$ cat src/sv/ntcplt_pkg.sv
// Shared constants, table and codes for the NTC thermistor temperature converter.
package ntcplt_pkg;

    localparam int TABLE_ENTRIES  = 17;
    localparam int SAMPLE_BITS    = 12;
    localparam int STORED_ENTRIES = 17;
    localparam int SEARCH_LIMIT   = (TABLE_ENTRIES < STORED_ENTRIES) ?
                                    TABLE_ENTRIES : STORED_ENTRIES;
    localparam int IDX_W          = $clog2(STORED_ENTRIES);
    localparam int ENTRY_W        = 12;
    localparam int IN_W           = 12;
    localparam int IN_BYTES_W     = 16;
    localparam int TEMP_W         = 11;
    localparam int STATUS_W       = 2;
    localparam int OUT_BYTES_W    = 16;
    localparam int Q_BITS         = 7;   // interpolation quotient stays below 80
    localparam int BIT_W          = $clog2(Q_BITS);
    localparam int DIV_W          = ENTRY_W + Q_BITS;
    localparam int HOT_Q4         = 1280;

    typedef logic [IDX_W-1:0]    idx_t;
    typedef logic [ENTRY_W-1:0]  entry_t;
    typedef logic [DIV_W-1:0]    div_t;
    typedef logic [TEMP_W-1:0]   temp_t;

    typedef enum logic [STATUS_W-1:0] {
        STATUS_INTERP = 2'd0,
        STATUS_COLD   = 2'd1,
        STATUS_HOT    = 2'd2
    } range_status_t;

    // Falling converter values, one every 5 degrees from 0 to 80 C.
    function automatic entry_t table_value(input idx_t idx);
        entry_t v;
        begin
            case (idx)
                5'd0:    v = 12'd2950;
                5'd1:    v = 12'd2600;
                5'd2:    v = 12'd2330;
                5'd3:    v = 12'd2070;
                5'd4:    v = 12'd1850;
                5'd5:    v = 12'd1650;
                5'd6:    v = 12'd1470;
                5'd7:    v = 12'd1280;
                5'd8:    v = 12'd1120;
                5'd9:    v = 12'd960;
                5'd10:   v = 12'd830;
                5'd11:   v = 12'd710;
                5'd12:   v = 12'd615;
                5'd13:   v = 12'd520;
                5'd14:   v = 12'd440;
                5'd15:   v = 12'd370;
                5'd16:   v = 12'd300;
                default: v = 12'd0;
            endcase
            return v;
        end
    endfunction

endpackage

$ cat src/sv/ntc_piecewise_linear_temperature.sv
// NTC thermistor sample to temperature: serial table search and shift-subtract divide.
// Steps: accept in idle, search the table one entry at a time up to the matched index or
//   the last entry, divide for the interpolated case only, then finish; the finish step waits
//   while the previous result is still unaccepted.
// Throughput: one item at a time; small compare/subtract logic is reused cycle after
//   cycle by the sequencer, s_axis_tready high only while idle. Reset: rst_n async low.
module ntc_piecewise_linear_temperature
    import ntcplt_pkg::*;
(
    input  logic                   clk,
    input  logic                   rst_n,
    input  logic                   s_axis_tvalid,
    output logic                   s_axis_tready,
    input  logic [IN_BYTES_W-1:0]  s_axis_tdata,   // [11:0] adc_sample, [15:12] zero
    output logic                   m_axis_tvalid,
    input  logic                   m_axis_tready,
    output logic [OUT_BYTES_W-1:0] m_axis_tdata    // [10:0] temperature_q4,
                                                   // [12:11] range_status, [15:13] zero
);

    typedef enum logic [1:0] {
        ST_IDLE,
        ST_SEARCH,
        ST_DIVIDE,
        ST_FINISH
    } state_t;

    state_t         state_reg, state_next;
    entry_t         sample_reg, sample_next;
    idx_t           idx_reg, idx_next;
    entry_t         span_reg, span_next;
    div_t           rem_reg, rem_next;
    logic [Q_BITS-1:0] quot_reg, quot_next;
    logic [BIT_W-1:0]  bit_reg, bit_next;
    range_status_t  status_reg, status_next;
    logic           out_valid_reg, out_valid_next;
    temp_t          out_temp_reg, out_temp_next;
    range_status_t  out_status_reg, out_status_next;

    // Shared datapath signals
    entry_t         cur_entry;
    entry_t         prev_entry;
    entry_t         diff;
    div_t           trial;
    logic           trial_fits;
    temp_t          base_q4;
    temp_t          interp_q4;
    temp_t          quot_ext;

    assign cur_entry  = table_value(idx_reg);
    assign prev_entry = table_value(idx_reg - idx_t'(1));
    assign diff       = sample_reg - cur_entry;
    assign trial      = div_t'(span_reg) << bit_reg;
    assign trial_fits = (rem_reg >= trial);

    // 80 * idx as shift and add
    assign base_q4   = temp_t'({idx_reg, 6'b0}) + temp_t'({idx_reg, 4'b0});
    assign quot_ext  = temp_t'(quot_reg);
    assign interp_q4 = (quot_ext > base_q4) ? '0 : base_q4 - quot_ext;

    always_comb
    begin
        state_next      = state_reg;
        sample_next     = sample_reg;
        idx_next        = idx_reg;
        span_next       = span_reg;
        rem_next        = rem_reg;
        quot_next       = quot_reg;
        bit_next        = bit_reg;
        status_next     = status_reg;
        out_valid_next  = out_valid_reg;
        out_temp_next   = out_temp_reg;
        out_status_next = out_status_reg;

        if (out_valid_reg && m_axis_tready)
        begin
            out_valid_next = 1'b0;
        end

        case (state_reg)
            ST_IDLE:
            begin
                if (s_axis_tvalid)
                begin
                    sample_next = s_axis_tdata[SAMPLE_BITS-1:0];
                    idx_next    = '0;
                    state_next  = ST_SEARCH;
                end
            end
            ST_SEARCH:
            begin
                if (cur_entry <= sample_reg)
                begin
                    if (idx_reg == '0)
                    begin
                        status_next = STATUS_COLD;
                        state_next  = ST_FINISH;
                    end
                    else
                    begin
                        status_next = STATUS_INTERP;
                        span_next   = (prev_entry > cur_entry) ? prev_entry - cur_entry : '0;
                        rem_next    = div_t'({diff, 6'b0}) + div_t'({diff, 4'b0});
                        quot_next   = '0;
                        bit_next    = BIT_W'(Q_BITS - 1);
                        state_next  = ST_DIVIDE;
                    end
                end
                else if (idx_reg == idx_t'(SEARCH_LIMIT - 1))
                begin
                    status_next = STATUS_HOT;
                    state_next  = ST_FINISH;
                end
                else
                begin
                    idx_next = idx_reg + idx_t'(1);
                end
            end
            ST_DIVIDE:
            begin
                // Zero span leaves the quotient at zero.
                if (trial_fits && (span_reg != '0))
                begin
                    rem_next           = rem_reg - trial;
                    quot_next[bit_reg] = 1'b1;
                end
                if (bit_reg == '0)
                begin
                    state_next = ST_FINISH;
                end
                else
                begin
                    bit_next = bit_reg - BIT_W'(1);
                end
            end
            ST_FINISH:
            begin
                if (!out_valid_reg || m_axis_tready)
                begin
                    out_valid_next  = 1'b1;
                    out_status_next = status_reg;
                    case (status_reg)
                        STATUS_COLD: out_temp_next = '0;
                        STATUS_HOT:  out_temp_next = temp_t'(HOT_Q4);
                        default:     out_temp_next = interp_q4;
                    endcase
                    state_next = ST_IDLE;
                end
            end
            default:
            begin
                state_next = ST_IDLE;
            end
        endcase
    end

    always_ff @(posedge clk or negedge rst_n)
    begin
        if (!rst_n)
        begin
            state_reg      <= ST_IDLE;
            out_valid_reg  <= 1'b0;
            out_temp_reg   <= '0;
            out_status_reg <= STATUS_INTERP;
        end
        else
        begin
            state_reg      <= state_next;
            out_valid_reg  <= out_valid_next;
            out_temp_reg   <= out_temp_next;
            out_status_reg <= out_status_next;
        end
    end

    // Datapath registers, no reset needed
    always_ff @(posedge clk)
    begin
        sample_reg     <= sample_next;
        idx_reg        <= idx_next;
        span_reg       <= span_next;
        rem_reg        <= rem_next;
        quot_reg       <= quot_next;
        bit_reg        <= bit_next;
        status_reg     <= status_next;
    end

    assign s_axis_tready = (state_reg == ST_IDLE);
    assign m_axis_tvalid = out_valid_reg;
    assign m_axis_tdata  = {{(OUT_BYTES_W - TEMP_W - STATUS_W){1'b0}},
                            out_status_reg, out_temp_reg};

endmodule

$ cat config.mk
export PLATFORM = sky130hd
export DESIGN_NAME = ntc_piecewise_linear_temperature
export DESIGN_NICKNAME = d
export VERILOG_FILES = /design/src/sv/ntcplt_pkg.sv /design/src/sv/ntc_piecewise_linear_temperature.sv
export SDC_FILE = /design/constraint.sdc
export NUM_CORES = 1
export LEC_CHECK = 0
export BUFFER_PORTS_ARGS = -buffer_cell sky130_fd_sc_hd__clkbuf_2
export CELL_PAD_IN_SITES_DETAIL_PLACEMENT = 1
export CELL_PAD_IN_SITES_GLOBAL_PLACEMENT = 1
export CORE_MARGIN = 5
export CORE_UTILIZATION = 53
export DETAILED_ROUTE_END_ITERATION = 10
export GPL_TIMING_DRIVEN = 1
export MAX_ROUTING_LAYER = met4
export PLACE_DENSITY = 0.86
export SETUP_SLACK_MARGIN = 0.1
export SYNTH_ARGS = -nofsm -noshare
export SYNTH_HDL_FRONTEND = slang
export SYNTH_SLANG_ARGS = --single-unit
$ cat constraint.sdc
create_clock -name clk -period 10.63 [get_ports clk]
set_input_delay 1.063 -clock clk [delete_from_list [all_inputs] [get_ports clk]]
set_output_delay 1.063 -clock clk [all_outputs]
set_load 0.02 [all_outputs]
==> results.yml <==
setup_path:
  critPathRequiredTime_ns: 10.76
  end_kind: "register"
  path_common_cell: "o21ai_0"
  start_kind: "register"
  rrSetupSlack_ns: 5.07
  critical_path_class: "register to register"
  cp_top_family: "compound AO/OA/AOI/OAI gates"
  worst-path-buf-inv: 2
  arrival_ns: 5.68
  slowest_stage: "edfxtp_1"
  critPathMaxFanout: 19
  slowest_delay_ns: 0.87
  path_cells: "inv_1 > ha_1 > xnor2_1 > nor2_1 > a221o_1 > fa_1 > nor2b_1 > o21ai_0 > a21boi_0 > o21ai_0 > a21oi_1 > o21a_1 > o31a_1 > o31ai_1 > buf_4 > nor3_1"
cells_and_area:
  final_cell_area_um2: 8427
  syn_to_final_growth_pct: 7.211
  largest_reg_flops: 19
  layout_commonest_cell: "nor2_1"
  layout_common_cells: "nor2_1, ha_1, nand2_1, a21oi_1"
  final_layout_size_suffix_gt1_share_pct: 9.667
  fin_nets: 1001
  n_antenna_cell: 0
drt:
  num_vias: 6691
  drcViolationCount: 0
  drt_iter0_markers: 422
  drt_pass1_iterations: 4
  totalWireLength_mm: 22.00
  wire_per_inst_um: 20.29
  vias_per_cell: 6.173
  ant_nets: 0
yosys:
  synth_seq_area_share_pct: 31.07
  ys_ff_latch: 88
  synth_edf_count: 60
  synth.distinct_cells: 84
  synth-main-ff-cell: "edfxtp_1"
  netlist_instances: 884
  syn_area_um2: 7860
  post-synth-top-area-fraction_pct: 22.92
  synthArstFlopShare_pct: 18.18
  synth.area.top_cells: "edfxtp_1, ha_1, dfrtp_1"
  syn_avg_cell_area_um2: 8.891
  yosys.area.top_type: "edfxtp_1"
  ys_warn_count: 0
timing:
  slew_violations: 0
  tns_ns: 0
  timing.fmax_mhz: 180.0
  slew_headroom_pct: 33.55
  setup_viol: 0
  post-route-period-util_pct: 52.26
  fin_worst_skew_ns: 0.01242
  rsz0062_at_grt: "no"
  worst_slew_pin_slew_ns: 0.9967
  finalHoldViolCount: 0
  period_minus_slack_ns: 5.555
global_routing:
  grt_max_degree: 32
  grt_pass1_wl_mm: 36.43
  track_usage_pct: 26.13
  grt_pass1_vias: 6994
  overflow: 0
  antenna_found_initial: 0
clocking:
  post-cts-setup-buffers: 0
  cts_hold_buf: 0
  cts_root_buffer: "clkbuf_16"
  cts_num_sinks: 88
  cts_buffers: 9
  htreeDepth: 3
  clock_latency_ns: 0.36
  path_clk_slew_ns: 0.07
  tritoncts: "yes"
  cts_resized: 0
  ctsLongestPathBuffers: 2
floorplan:
  core_um2: 14530
  rows: 44
  floorplan.initialDensity_pct: 54.08
  ios: 38
  die-width_um: 131.8
  die_y_um: 131.8
  die_area_um2: 17370
place:
  portBuffers: 30
  gp_congestion: 0.9091
  dpl.hpwl_mm: 16.64
  place_area_um2: 8107
hold_path:
  hold_class: "register to register"
run_status:
  outcome: "finished clean"
flow_run:
  maxCapViolations: 0
## through the flow
step                setup slack (ns)  hold slack (ns)  cells  util [%]
CTS                            5.219           0.4823   1084     57.98
detailed placement             5.351           0.4659   1068     55.78
global placement               5.676           0.4583   1068     55.78
floorplan                      5.869           0.4870    886         -
finish                         5.075           0.4800   1084     57.98
global route                   4.658           0.5119   1084     57.98
## synthesized netlist by cell type (all sizes together) (6+ instances only)
master and instances:
nor2 85, buf 16, mux2i 21, a21oi 68, clkbuf 19, o21ai 45, nor3 24, a21o 17
o21a 8, o31ai 13, a31oi 10, and3 8, nand2 74, a211oi 11, dfxtp 12, nor2b 17
xor2 24, nand3 26, mux2 8, xnor2 40, ha 81, nand4 7, nand2b 13, edfxtp 60
nor4 6, inv 61, dfrtp 16
## kinds of logic after synthesis
group / after synthesis / share of synthesized area [%]
and+or+nand+nor: 278 / 16.65
AOI/OAI and AO/OA: 235 / 20.69
buffers and inverters: 99 / 5.221
DFF: 88 / 31.07
adders and majority gates: 86 / 14.17
xor gates and xnor gates: 64 / 7.132
muxes: 33 / 5.014
other: 1 / 0.04771
## worst paths after layout
check | startpoint | endpoint | cells after the start
setup / recovery | idx_reg[0] | span_reg[2] | 16
hold / removal | out_temp_reg[2] | out_temp_reg[2] | 2
setup reg to reg | idx_reg[0] | span_reg[2] | 16
hold reg to reg | out_temp_reg[2] | out_temp_reg[2] | 2
max in group asynchronous | rst_n | state_reg[0] | 1
min in group asynchronous | rst_n | m_axis_tvalid | 1
## metal layers
metal | wire (µm) | share of wire [%] | vias to the layer above | global-route usage (%)
li1 | - | - | 3232 | -
met1 | 9662 | 44 | 3283 | 32.46
met2 | 11150 | 51 | 135 | 44.53
met5 | 0 | 0 | - | -
met4 | 505 | 2.3 | 0 | 7.714
met3 | 682 | 3.1 | 41 | 3.550
## final cells by class
cell class	instances	area, µm²
clock inverter	5	45.04
multi-input combinational	699	5019
fill	1733	6107
tap	184	230.2
timing repair buffer	33	172.7
inverter	64	242.7
sequential	88	2442
clock buffer	11	275.3
## tightest hold or removal path, delay by kind of cell (launching register included)
kind	cells	cell delay, ns
flops	1	0.34
simple gates	1	0.05
compound gates	1	0.06
Power is left out: the tool's default activity adds up to more than one toggle a clock period on the data nets, which glitch-free logic cannot reach.
